==> config.mk <==
export PLATFORM = sky130hd
export DESIGN_NAME = deadline_event_slot_table_flat
export DESIGN_NICKNAME = d
export VERILOG_FILES = /design/src/rtl/core/dest_pkg.sv /design/src/rtl/core/dest_if.sv /design/src/rtl/core/dest_ram.sv /design/src/rtl/core/dest_unit.sv /design/src/rtl/core/deadline_event_slot_table.sv /design/src/flat_wrapper.sv
export SDC_FILE = /design/constraint.sdc
export NUM_CORES = 2
export LEC_CHECK = 0
export BUFFER_PORTS_ARGS = -buffer_cell sky130_fd_sc_hd__buf_2
export CORE_MARGIN = 5
export CORE_UTILIZATION = 41
export CTS_CLUSTER_DIAMETER = 50
export DETAILED_ROUTE_END_ITERATION = 7
export GPL_TIMING_DRIVEN = 1
export PLACE_DENSITY_LB_ADDON = 0.12
export RECOVER_POWER = 25
export SETUP_SLACK_MARGIN = 0.2
export SLEW_MARGIN = 20
export SYNTH_ARGS = -nofsm -noshare
export SYNTH_HDL_FRONTEND = slang
export SYNTH_HIERARCHICAL = 1
export SYNTH_SLANG_ARGS = --single-unit
==> constraint.sdc <==
create_clock -name i_clk -period 23.6 [get_ports i_clk]
set_input_delay 2.36 -clock i_clk [delete_from_list [all_inputs] [get_ports i_clk]]
set_output_delay 2.36 -clock i_clk [all_outputs]
set_load 0.05 [all_outputs]
==> src/rtl/core/dest_pkg.sv <==
`timescale 1ns / 1ps
package dest_pkg;

    localparam int MAX_RESULTS = 32;
    localparam int CNT_W       = $clog2(MAX_RESULTS + 1);
    localparam int DL_W        = 32;
    localparam int HDL_W       = 8;
    localparam int TAG_W       = 16;
    localparam int ENTRY_W     = DL_W + HDL_W + TAG_W;

    localparam logic [1:0] OP_SCHEDULE = 2'd0;
    localparam logic [1:0] OP_CANCEL   = 2'd1;
    localparam logic [1:0] OP_RUN      = 2'd2;

    typedef enum logic [2:0] {
        ST_SCHEDULED = 3'd0,
        ST_FULL      = 3'd1,
        ST_CANCELLED = 3'd2,
        ST_BAD_ID    = 3'd3,
        ST_EXPIRED   = 3'd4,
        ST_NONE      = 3'd5
    } t_status;

    typedef enum logic [4:0] {
        S_IDLE = 5'b00001,
        S_SCAN = 5'b00010,
        S_ONE  = 5'b00100,
        S_SEEK = 5'b01000,
        S_PUT  = 5'b10000
    } t_state;

    typedef struct packed {
        logic [1:0]  operation;
        logic [31:0] now_ms;
        logic [30:0] delay_ms;
        logic [7:0]  slot_id;
        logic [7:0]  handler_id;
        logic [15:0] user_tag;
    } t_in_item;

    typedef struct packed {
        logic [2:0]  status;
        logic [7:0]  out_slot;
        logic [7:0]  out_handler;
        logic [15:0] out_tag;
        logic [31:0] earliest_deadline;
        logic        any_pending;
        logic        table_full;
        logic        last;
    } t_out_item;

    // result of the shared time compare unit
    typedef struct packed {
        logic             due;
        logic             better;
        logic [DL_W-1:0]  span;
    } t_cmp_res;

endpackage

==> src/rtl/core/dest_if.sv <==
`timescale 1ns / 1ps
interface dest_in_if;
    logic               valid;
    logic               ready;
    dest_pkg::t_in_item item;

    modport source (output valid, output item, input ready);
    modport sink (input valid, input item, output ready);
endinterface

interface dest_out_if;
    logic                valid;
    logic                ready;
    dest_pkg::t_out_item item;

    modport source (output valid, output item, input ready);
    modport sink (input valid, input item, output ready);
endinterface

==> src/rtl/core/dest_ram.sv <==
`timescale 1ns / 1ps
module dest_ram #(
    parameter int WIDTH = 56,
    parameter int DEPTH = 32
) (
    input  logic                     i_clk,
    input  logic                     i_we,
    input  logic [$clog2(DEPTH)-1:0] i_waddr,
    input  logic [WIDTH-1:0]         i_wdata,
    input  logic                     i_re,
    input  logic [$clog2(DEPTH)-1:0] i_raddr,
    output logic [WIDTH-1:0]         o_rdata
);

    logic [WIDTH-1:0] r_mem [DEPTH];
    logic [WIDTH-1:0] r_rdata;

    always_ff @(posedge i_clk) begin
        if (i_we) begin
            r_mem[i_waddr] <= i_wdata;
        end
        if (i_re) begin
            r_rdata <= r_mem[i_raddr];
        end
    end

    assign o_rdata = r_rdata;

endmodule

==> src/rtl/core/dest_unit.sv <==
`timescale 1ns / 1ps
// Wrap-safe time compare: one subtract gives both the due test and the
// biased distance used to track the nearest deadline.
module dest_unit (
    input  logic [dest_pkg::DL_W-1:0] i_deadline,
    input  logic [dest_pkg::DL_W-1:0] i_now,
    input  logic [dest_pkg::DL_W-1:0] i_best_dist,
    input  logic                      i_have_best,
    output dest_pkg::t_cmp_res        o_res
);

    logic [dest_pkg::DL_W-1:0] diff;
    logic [dest_pkg::DL_W-1:0] span;

    always_comb begin
        diff = i_deadline - i_now;
        // flip the sign bit so unsigned order follows signed distance
        span = {~diff[dest_pkg::DL_W-1], diff[dest_pkg::DL_W-2:0]};
        o_res.due    = (diff == '0) || diff[dest_pkg::DL_W-1];
        o_res.span   = span;
        o_res.better = !i_have_best || (span < i_best_dist);
    end

endmodule

==> src/rtl/core/deadline_event_slot_table.sv <==
`timescale 1ns / 1ps
// channel | port  | direction | payload
// input   | i_in  | sink      | operation, now_ms, delay_ms, slot_id, handler_id, user_tag
// output  | o_out | source    | status, slot, handler, tag, earliest, pending, full, last
//
// Each item scans all slots through one compare unit, each slot compared as its entry
// comes out of the RAM's registered read. A run with expiries walks the expiry mask
// instead of posting a single result: S_SEEK skips clear slots and S_PUT posts each
// expired item. i_in.ready is high only when idle. Reset (synchronous, active low)
// frees every slot. A stalled output holds its item and blocks the next post; the
// block goes idle once the last result is in the register.
module deadline_event_slot_table #(
    parameter int SLOT_COUNT = 32
) (
    input  logic              i_clk,
    input  logic              i_rst_n,
    dest_in_if.sink           i_in,
    dest_out_if.source        o_out
);

    localparam int IDX_W = $clog2(SLOT_COUNT);
    localparam logic [IDX_W-1:0] LAST_IDX = IDX_W'(SLOT_COUNT - 1);

    dest_pkg::t_state           r_state;
    logic [1:0]                 r_op;
    logic [31:0]                r_now;
    logic [31:0]                r_new_dl;
    logic [7:0]                 r_id;
    logic [7:0]                 r_handler;
    logic [15:0]                r_tag;
    logic [SLOT_COUNT-1:0]      r_used;
    logic [SLOT_COUNT-1:0]      r_mask;
    logic [IDX_W-1:0]           r_addr;
    logic                       r_issue;
    logic                       r_pvld;
    logic [IDX_W-1:0]           r_pidx;
    logic                       r_found;
    logic [IDX_W-1:0]           r_slot;
    logic [dest_pkg::CNT_W-1:0] r_exp_cnt;
    logic [dest_pkg::CNT_W-1:0] r_left;
    logic [31:0]                r_best;
    logic [31:0]                r_best_dist;
    logic                       r_pend;
    logic                       r_full;
    dest_pkg::t_out_item        r_out;
    logic                       r_ovld;

    logic                           accept;
    logic                           out_free;
    logic                           post;
    logic                           used_k;
    logic                           take;
    logic                           expire;
    logic                           cand;
    logic [31:0]                    cand_dl;
    logic                           scan_end;
    logic [dest_pkg::CNT_W-1:0]     n_exp_cnt;
    logic                           ram_we;
    logic                           ram_re;
    logic [IDX_W-1:0]               ram_raddr;
    logic [dest_pkg::ENTRY_W-1:0]   ram_wdata;
    logic [dest_pkg::ENTRY_W-1:0]   ram_rdata;
    dest_pkg::t_cmp_res             cmp;
    dest_pkg::t_out_item            one_item;
    logic [31:0]                    earliest;

    assign i_in.ready = (r_state == dest_pkg::S_IDLE);
    assign accept     = i_in.valid && i_in.ready;
    assign out_free   = !r_ovld || o_out.ready;
    assign o_out.valid = r_ovld;
    assign o_out.item  = r_out;

    // a result goes into the output register this cycle
    assign post = out_free && ((r_state == dest_pkg::S_ONE) || (r_state == dest_pkg::S_PUT));

    // per-slot decision during the scan
    always_comb begin
        used_k  = r_used[r_pidx];
        take    = (r_op == dest_pkg::OP_SCHEDULE) && !used_k && !r_found;
        cand_dl = take ? r_new_dl : ram_rdata[dest_pkg::ENTRY_W-1 -: dest_pkg::DL_W];
        expire  = (r_op == dest_pkg::OP_RUN) && used_k && cmp.due
                  && (r_exp_cnt < dest_pkg::CNT_W'(dest_pkg::MAX_RESULTS));
        cand    = take || (used_k && !expire);
        n_exp_cnt = r_exp_cnt + dest_pkg::CNT_W'(expire);
        scan_end  = (r_state == dest_pkg::S_SCAN) && r_pvld && (r_pidx == LAST_IDX);
    end

    dest_unit u_unit (
        .i_deadline  (cand_dl),
        .i_now       (r_now),
        .i_best_dist (r_best_dist),
        .i_have_best (r_pend),
        .o_res       (cmp)
    );

    assign ram_we    = (r_state == dest_pkg::S_SCAN) && r_pvld && take;
    assign ram_wdata = {r_new_dl, r_handler, r_tag};
    assign ram_re    = ((r_state == dest_pkg::S_SCAN) && r_issue)
                       || ((r_state == dest_pkg::S_SEEK) && r_mask[r_addr]);
    assign ram_raddr = r_addr;

    dest_ram #(
        .WIDTH (dest_pkg::ENTRY_W),
        .DEPTH (SLOT_COUNT)
    ) u_ram (
        .i_clk   (i_clk),
        .i_we    (ram_we),
        .i_waddr (r_pidx),
        .i_wdata (ram_wdata),
        .i_re    (ram_re),
        .i_raddr (ram_raddr),
        .o_rdata (ram_rdata)
    );

    assign earliest = r_pend ? r_best : '0;

    // single-result items
    always_comb begin
        one_item = '0;
        one_item.earliest_deadline = earliest;
        one_item.any_pending       = r_pend;
        one_item.table_full        = r_full;
        one_item.last              = 1'b1;
        case (r_op)
            dest_pkg::OP_SCHEDULE: begin
                if (r_found) begin
                    one_item.status   = dest_pkg::ST_SCHEDULED;
                    one_item.out_slot = 8'(r_slot);
                end else begin
                    one_item.status   = dest_pkg::ST_FULL;
                end
            end
            dest_pkg::OP_CANCEL: begin
                one_item.out_slot = r_id;
                one_item.status   = (r_id < 8'(SLOT_COUNT)) ? dest_pkg::ST_CANCELLED
                                                            : dest_pkg::ST_BAD_ID;
            end
            dest_pkg::OP_RUN: one_item.status = dest_pkg::ST_NONE;
            default:          one_item.status = dest_pkg::ST_BAD_ID;
        endcase
    end

    always_ff @(posedge i_clk) begin
        if (!i_rst_n) begin
            r_state <= dest_pkg::S_IDLE;
            r_used  <= '0;
            r_ovld  <= 1'b0;
            r_issue <= 1'b0;
            r_pvld  <= 1'b0;
        end else begin
            if (post) begin
                r_ovld <= 1'b1;
            end else if (o_out.ready) begin
                r_ovld <= 1'b0;
            end
            unique case (r_state)
                dest_pkg::S_IDLE: begin
                    if (accept) begin
                        r_op      <= i_in.item.operation;
                        r_now     <= i_in.item.now_ms;
                        r_new_dl  <= i_in.item.now_ms + {1'b0, i_in.item.delay_ms};
                        r_id      <= i_in.item.slot_id;
                        r_handler <= i_in.item.handler_id;
                        r_tag     <= i_in.item.user_tag;
                        r_mask    <= '0;
                        r_addr    <= '0;
                        r_issue   <= 1'b1;
                        r_pvld    <= 1'b0;
                        r_found   <= 1'b0;
                        r_exp_cnt <= '0;
                        r_pend    <= 1'b0;
                        r_full    <= 1'b1;
                        if ((i_in.item.operation == dest_pkg::OP_CANCEL)
                            && (i_in.item.slot_id < 8'(SLOT_COUNT))) begin
                            r_used[i_in.item.slot_id[IDX_W-1:0]] <= 1'b0;
                        end
                        r_state <= dest_pkg::S_SCAN;
                    end
                end
                dest_pkg::S_SCAN: begin
                    if (r_issue) begin
                        r_addr <= r_addr + IDX_W'(1);
                        if (r_addr == LAST_IDX) begin
                            r_issue <= 1'b0;
                        end
                    end
                    r_pvld <= r_issue;
                    r_pidx <= r_addr;
                    if (r_pvld) begin
                        if (take) begin
                            r_used[r_pidx] <= 1'b1;
                            r_found        <= 1'b1;
                            r_slot         <= r_pidx;
                        end
                        if (expire) begin
                            r_used[r_pidx] <= 1'b0;
                            r_mask[r_pidx] <= 1'b1;
                        end
                        r_exp_cnt <= n_exp_cnt;
                        if (cand) begin
                            r_pend <= 1'b1;
                            if (cmp.better) begin
                                r_best      <= cand_dl;
                                r_best_dist <= cmp.span;
                            end
                        end else begin
                            r_full <= 1'b0;
                        end
                    end
                    if (scan_end) begin
                        r_addr <= '0;
                        r_left <= n_exp_cnt;
                        r_state <= (n_exp_cnt != '0) ? dest_pkg::S_SEEK : dest_pkg::S_ONE;
                    end
                end
                dest_pkg::S_ONE: begin
                    if (out_free) begin
                        r_out   <= one_item;
                        r_state <= dest_pkg::S_IDLE;
                    end
                end
                dest_pkg::S_SEEK: begin
                    if (r_mask[r_addr]) begin
                        r_state <= dest_pkg::S_PUT;
                    end else begin
                        r_addr <= r_addr + IDX_W'(1);
                    end
                end
                dest_pkg::S_PUT: begin
                    if (out_free) begin
                        r_out.status            <= dest_pkg::ST_EXPIRED;
                        r_out.out_slot          <= 8'(r_addr);
                        r_out.out_handler       <= ram_rdata[dest_pkg::TAG_W +: dest_pkg::HDL_W];
                        r_out.out_tag           <= ram_rdata[dest_pkg::TAG_W-1:0];
                        r_out.earliest_deadline <= earliest;
                        r_out.any_pending       <= r_pend;
                        r_out.table_full        <= r_full;
                        r_out.last              <= (r_left == dest_pkg::CNT_W'(1));
                        r_left <= r_left - dest_pkg::CNT_W'(1);
                        r_addr <= r_addr + IDX_W'(1);
                        r_state <= (r_left == dest_pkg::CNT_W'(1)) ? dest_pkg::S_IDLE
                                                                   : dest_pkg::S_SEEK;
                    end
                end
                default: r_state <= dest_pkg::S_IDLE;
            endcase
        end
    end

endmodule

==> src/flat_wrapper.sv <==
// flat-port wrapper written by rule: the top's interface ports become plain ports
module deadline_event_slot_table_flat 
#(
    parameter int SLOT_COUNT = 32
)
  (i_clk, i_rst_n, i_in_valid, i_in_item, i_in_ready, o_out_valid, o_out_item, o_out_ready);
  dest_in_if i_in_i ();
  dest_out_if o_out_i ();
  input  logic i_clk;
  input  logic i_rst_n;
  input wire logic [$bits(i_in_i.valid)-1:0] i_in_valid;
  input wire logic [$bits(i_in_i.item)-1:0] i_in_item;
  output wire logic [$bits(i_in_i.ready)-1:0] i_in_ready;
  output wire logic [$bits(o_out_i.valid)-1:0] o_out_valid;
  output wire logic [$bits(o_out_i.item)-1:0] o_out_item;
  input wire logic [$bits(o_out_i.ready)-1:0] o_out_ready;
  assign i_in_i.valid = i_in_valid;
  assign i_in_i.item = i_in_item;
  assign i_in_ready = i_in_i.ready;
  assign o_out_valid = o_out_i.valid;
  assign o_out_item = o_out_i.item;
  assign o_out_i.ready = o_out_ready;
  deadline_event_slot_table #(.SLOT_COUNT(SLOT_COUNT)) u_core (.i_clk(i_clk), .i_rst_n(i_rst_n), .i_in(i_in_i), .o_out(o_out_i));
endmodule
# --- Yosys cells after proc, flatten, opt, wreduce, memory -nomap -nowiden ---
# Memories as Yosys holds them, arrays and structs flattened. A register that Yosys moved wholly into a read port is not among the register bits.
# Cells that the tools add are included.
totals:
  mem_count: 1
  reg_bits: 334
  input_bits: 101
  output_inout_bits: 72
  ramBits: 1792
mem_list:
  columns: ["memory", "depth", "word_bits", "read_ports", "rd_ports_with_merged_regs", "write_ports", "line", "source"]
  rows:
  - ["u_core.u_ram.r_mem", 32, 56, 1, 1, 1, "dest_ram.sv:15", "logic [WIDTH-1:0] r_mem [DEPTH];"]
classes:
  order_cmp: 9
  add_sub_neg: 5
  n_eq_ne: 24
  mux: 70
  bitwise_logic: 7
  n_reduce_logical: 50
ops:
  columns: ["operator", "n"]
  rows:
  - ["32-bit two-way mux", 13]
  - ["70-bit two-way mux", 2]
  - ["70-bit one-hot mux with 2 select lines", 1]
  - ["32-bit one-hot mux with 2 select lines", 2]
  - ["32-bit bitwise AND", 2]
  - ["32-bit NOT", 2]
  - ["32-bit bitwise OR", 2]
  - ["5-bit two-way mux", 11]
  - ["32-bit by 31-bit adder with 32-bit output", 1]
  - ["32-bit logical NOT", 1]
  - ["32-bit < comparator", 1]
  - ["32-bit subtractor", 1]
  - ["5-bit AND reduction", 6]
  - ["5-bit one-hot mux with 5 select lines", 1]
  - ["6-bit two-way mux", 4]
  - ["6-bit one-hot mux with 2 select lines", 2]
  - ["1-bit two-way mux", 20]
  - ["5-bit one-hot mux with 4 select lines", 1]
  - ["4-bit AND reduction", 5]
  - ["5-bit by 6-bit < comparator with 1-bit output (second input constant)", 3]
  - ["1-bit logical AND", 16]
  - ["8-bit by 6-bit < comparator with 1-bit output (second input constant)", 2]
  - ["8-bit one-hot mux with 2 select lines", 1]
  - ["5-bit == test (second input constant)", 3]
  - ["30 further kinds", 62]

# --- Depth between registers and ports, before layout ---
logic_depth:
  word_depth: 17
  mapped_depth: 32
  ltp_nobuf: 30

# --- Cells and area by module ---
# The synthesis kept the hierarchy.
by_module_without_submodules:
  columns: ["mod", "instances", "area_each_um2", "cells_each"]
  rows:
  - ["dest_ram", 1, 71362.2, 3917]
  - ["deadline_event_slot_table", 1, 15019.4, 1134]
  - ["dest_unit", 1, 3208.1, 479]

# --- Worst setup path before layout ---
# OpenSTA, ideal clock, no wires.
synth_path:
  path_kind: "reg-to-reg"
  start: "reg u_core.r_pidx[0]"
  end: "reg u_core.r_best[0], enable pin"
  arrival_ns: 15.860
  path_stages_with_launch: 30
  setup_slack_ns: 6.912
  path_buffers: 4
  path_cell_list: "edfxtp_1 buf_6 mux4_1 inv_1 o22ai_1 or4_4 or4_4 buf_6 clkbuf_1 mux2_2 ha_1 clkbuf_1 and4_1 and3_1 a32oi_1 and2_1 a21oi_1 nor3_1 ha_1 a21o_1 a21o_1 a21oi_1 nor2b_1 o21ai_0 o211ai_1 o211a_1 o21a_1 a31oi_1 inv_1 a2111oi_0"
synth_rtl:
  columns: ["item", "line", "source"]
  rows:
  - ["start: declaration", "deadline_event_slot_table.sv:36", "logic [IDX_W-1:0] r_pidx;"]
  - ["start signal: assignment", "deadline_event_slot_table.sv:188", "r_pidx <= r_addr;"]
  - ["end signal: assignment", "deadline_event_slot_table.sv:203", "r_best <= cand_dl;"]
  - ["end: declaration", "deadline_event_slot_table.sv:41", "logic [31:0] r_best;"]

==> results.py <==
metrics = {
    "cells_and_area": {
        "drive_gt1_share_pct": 13.2,
        "syn2layout_area_growth_pct": 13.9,
        "nNetsFinal": 6012,
        "final_cells": 8850,
    },
    "timing": {
        "grt_setup_unrepaired": "no",
        "finalSetupTns_ns": 0,
        "max-slew-margin-rel_pct": -37.1,
        "hold_viol": 0,
        "timing.fmax_ghz": 0.107,
        "period_share_pct": 39.6,
        "whs_ns": 0.439,
        "timing.final.max_slew_violations": 70,
        "worst_slew_pin_slew_ns": 2.06,
        "finalCriticalPeriod_ns": 9.34,
        "setup_violations": 0,
        "fin_skew_ns": 0.0720,
    },
    "grt": {
        "grt_max_degree": 133,
        "grt_pass1_vias": 49600,
        "grt_pass1_wl_mm": 355,
        "antenna_found_initial": 3,
        "grt.overflow.total": 0,
        "grt_usage_pct": 21.1,
    },
    "setup_path": {
        "worstSetupStartpoint": "u_core/r_pidx[0]",
        "cpPeakStageDelay_ns": 0.83,
        "r2r-start": "u_core/r_pidx[0]",
        "r2r_end": "u_core/r_state[3]",
        "path_class": "register to register",
        "path_common_cell": "nand3_1",
        "rrSetupSlack_ns": 14.26,
        "cp_slowest_cell": "edfxtp_1",
        "crit_path_start_kind": "register",
        "worstPathMaxFanout": 35,
        "critPathArrivalTime_ns": 10.14,
        "cp.required_ns": 24.40,
        "crit_end": "u_core/r_state[3]",
        "worstRegToRegCells": 29,
        "worstSetupEndpointType": "register",
    },
    "power": {
        "peakVddDrop_mv": 0.0666,
        "power.density_nw_per_um2": 97.8,
        "power_frac_seq_pct": 45.3,
        "p_comb_share_pct": 15.0,
        "swShare_pct": 26.5,
        "p_clk_share_pct": 39.7,
        "p_leak_nw": 35.4,
        "p_switching_mw": 2.64,
        "p_int_mw": 7.33,
    },
    "yosys": {
        "yosys.area.top_type_share_pct": 71.8,
        "syn_area_per_cell_um2": 16.2,
        "netlist_instances": 5530,
        "syn_area_um2": 89600,
        "synth_top_area_cell": "edfxtp_1",
        "synth_flop_cell": "edfxtp_1",
        "synth-edff-count": 2142,
        "yosysUniqueCellTypes": 87,
        "postSynth.asyncResetShare_pct": 0,
        "ys_ff_latch": 2182,
        "ys_warn_count": 6,
        "synthTopCellsByArea": "edfxtp_1, mux2i_1, a22oi_1",
        "ys_seq_area_share_pct": 72.7,
        "syn_nets": 5732,
    },
    "drt": {
        "drcViolationCount": 0,
        "viasPerCell": 5.67,
        "wl_mm": 248,
        "first_iter_violations": 4197,
        "dr_total_vias": 50200,
        "final_antenna_net_count": 0,
        "first_pass_iters": 6,
        "routedWlPerCell_um": 28.0,
    },
    "placed_design": {
        "port_buffers": 172,
        "dp_cells": 8366,
        "place_hpwl_mm": 128,
        "gp_congestion": 0.842,
    },
    "floorplanning": {
        "die_area_um2": 228000,
        "std_cell_rows": 171,
        "io_pins": 173,
        "coreArea_um2": 217000,
        "die_x_um": 477,
        "initial_core_util_pct": 41.2,
        "dieHeight_um": 477,
    },
    "clock_network": {
        "clock_latency_ns": 0.93,
        "clock_path_buffers": 4,
        "ctsHoldBuffers": 0,
        "htreeDepth": 5,
        "clk_pin_slew_ns": 0.06,
        "clockRootBuffer": "clkbuf_16",
        "cts_setup_buffers": 0,
        "cts_tree": "yes",
        "cts.repair.resized": 0,
        "cts_buffers": 280,
        "clock-sinks": 2182,
    },
    "outcome": {
        "outcome": "finished with violations",
        "violations": "max-capacitance violations, max-slew violations",
    },
    "run": {
        "drv_cap": 3,
    },
    "min_path": {
        "hold_start": "u_core/r_full",
        "hp-class": "register to register",
    },
}
[worst min path at each step]
stage          slack [ns]                    to  cells past startpoint
3_3_place_gp         0.41  u_core/o_out.item[1]                      0
5_1_grt              0.47  u_core/o_out.item[1]                      0
3_5_place_dp         0.43  u_core/o_out.item[1]                      0
6_report             0.44  u_core/o_out.item[1]                      0
2_1_floorplan        0.40  u_core/o_out.item[1]                      0
4_1_cts              0.45  u_core/o_out.item[1]                      0
[state kept, by name (all words and copies together) (netlist names), 6 cells and up]
| register | count |
|---|---|
| u_core/o_out.item | 70 |
| u_core/r_best | 32 |
| u_core/r_best_dist | 32 |
| u_core/r_exp_cnt | 6 |
| u_core/r_handler | 8 |
| u_core/r_id | 8 |
| u_core/r_left | 6 |
| u_core/r_mask | 32 |
| u_core/r_new_dl | 32 |
| u_core/r_now | 32 |
| u_core/r_tag | 16 |
| u_core/r_used | 32 |
| u_core/u_ram/o_rdata | 56 |
| u_core/u_ram/r_mem | 1792 |
[per-layer routing]
layer	vias up	wire length (um)	global-route usage, %
li1	22300	-	-
met1	26100	112000	29.8
met2	1365	119000	34.7
met3	369	11800	3.25
met4	0	5400	4.98
met5	-	0	0
[cell usage after synthesis, drive strengths merged, types with 106 or more instances]
cell type / number
nor3: 116
nand3: 205
mux2i: 903
inv: 106
nand2: 238
a22o: 112
a21oi: 234
nor2: 211
a22oi: 202
clkbuf: 134
buf: 160
edfxtp: 2142
[layout by cell type (no fill, tap or decap), types with 14 or more instances in the layout]
cell,netlist,layout
mux2_2,32,32
dfxtp_1,40,40
a22oi_1,202,202
bufinv_16,0,14
a21oi_1,234,233
nor2_1,210,176
nand3_1,204,204
inv_1,106,106
and2_1,72,42
inv_6,0,19
mux4_2,14,14
o21ai_0,61,61
o221a_2,21,21
xnor2_1,35,35
buf_2,43,172
nor2_4,0,34
xor2_1,18,18
clkbuf_1,133,70
clkinv_1,0,40
clkbuf_16,0,287
mux2i_1,903,903
nand3b_1,15,15
clkinv_2,0,26
nor3_1,116,116
a22o_1,112,112
nand2_1,237,236
buf_4,51,93
a21o_1,31,31
and3_1,16,14
a31oi_1,67,67
nor2b_1,21,19
edfxtp_1,2142,2142
ha_1,99,99
and2_0,0,29
[critical path, delay by kind of cell, from the launching register on]
kind | cells | cell delay (ns)
muxes | 2 | 1.02
and+or+nand+nor | 14 | 4.14
DFF | 1 | 0.83
adders and majority gates | 3 | 0.85
xor gates and xnor gates | 1 | 0.26
AOI/OAI and AO/OA | 6 | 1.56
buffers and inverters | 3 | 0.48
[power groups by stage]
| stage | clock [mW] | combinational, mW | sequential (mW) |
|---|---|---|---|
| floorplan | 0 | 1.07 | 4.57 |
| global placement | 0 | 1.48 | 4.62 |
| detailed placement | 0 | 1.48 | 4.62 |
| CTS | 4.06 | 1.48 | 4.54 |
| global route | 4.23 | 1.61 | 4.53 |
| finish | 3.96 | 1.50 | 4.52 |
[per-stage QoR]
stage          utilization (%)  setup slack (ns)  power (mW)  cell area [um2]
6_report                  46.9             14.26        9.98           102000
5_1_grt                   46.9             13.79        10.4           102000
4_1_cts                   46.9             14.39        10.1           102000
3_5_place_dp              43.0             14.41        6.10            93500
3_3_place_gp              43.0             14.48        6.09            93500
2_1_floorplan                -              6.91        5.63            89600
[layout make-up]
cell class / instances / area, um2
Inverter: 106 / 398
Sequential cell: 2182 / 65100
Timing Repair Buffer: 292 / 1800
Antenna cell: 5 / 12.5
Fill cell: 18700 / 115000
Clock inverter: 122 / 1070
Multi-Input combinational cell: 2948 / 22600
Clock buffer: 341 / 7410
Tap cell: 2854 / 3570
[kinds of logic after synthesis]
kind of cell	count (synthesis)	synth area share (%)
xor gates and xnor gates	53	0.518
adders and majority gates	101	1.43
and+or+nand+nor	976	5.22
buffers and inverters	400	2.43
AOI/OAI and AO/OA	865	6.76
muxes	953	11.0
DFF	2182	72.7
No activity file was read; power rests on OpenSTA's default activity.
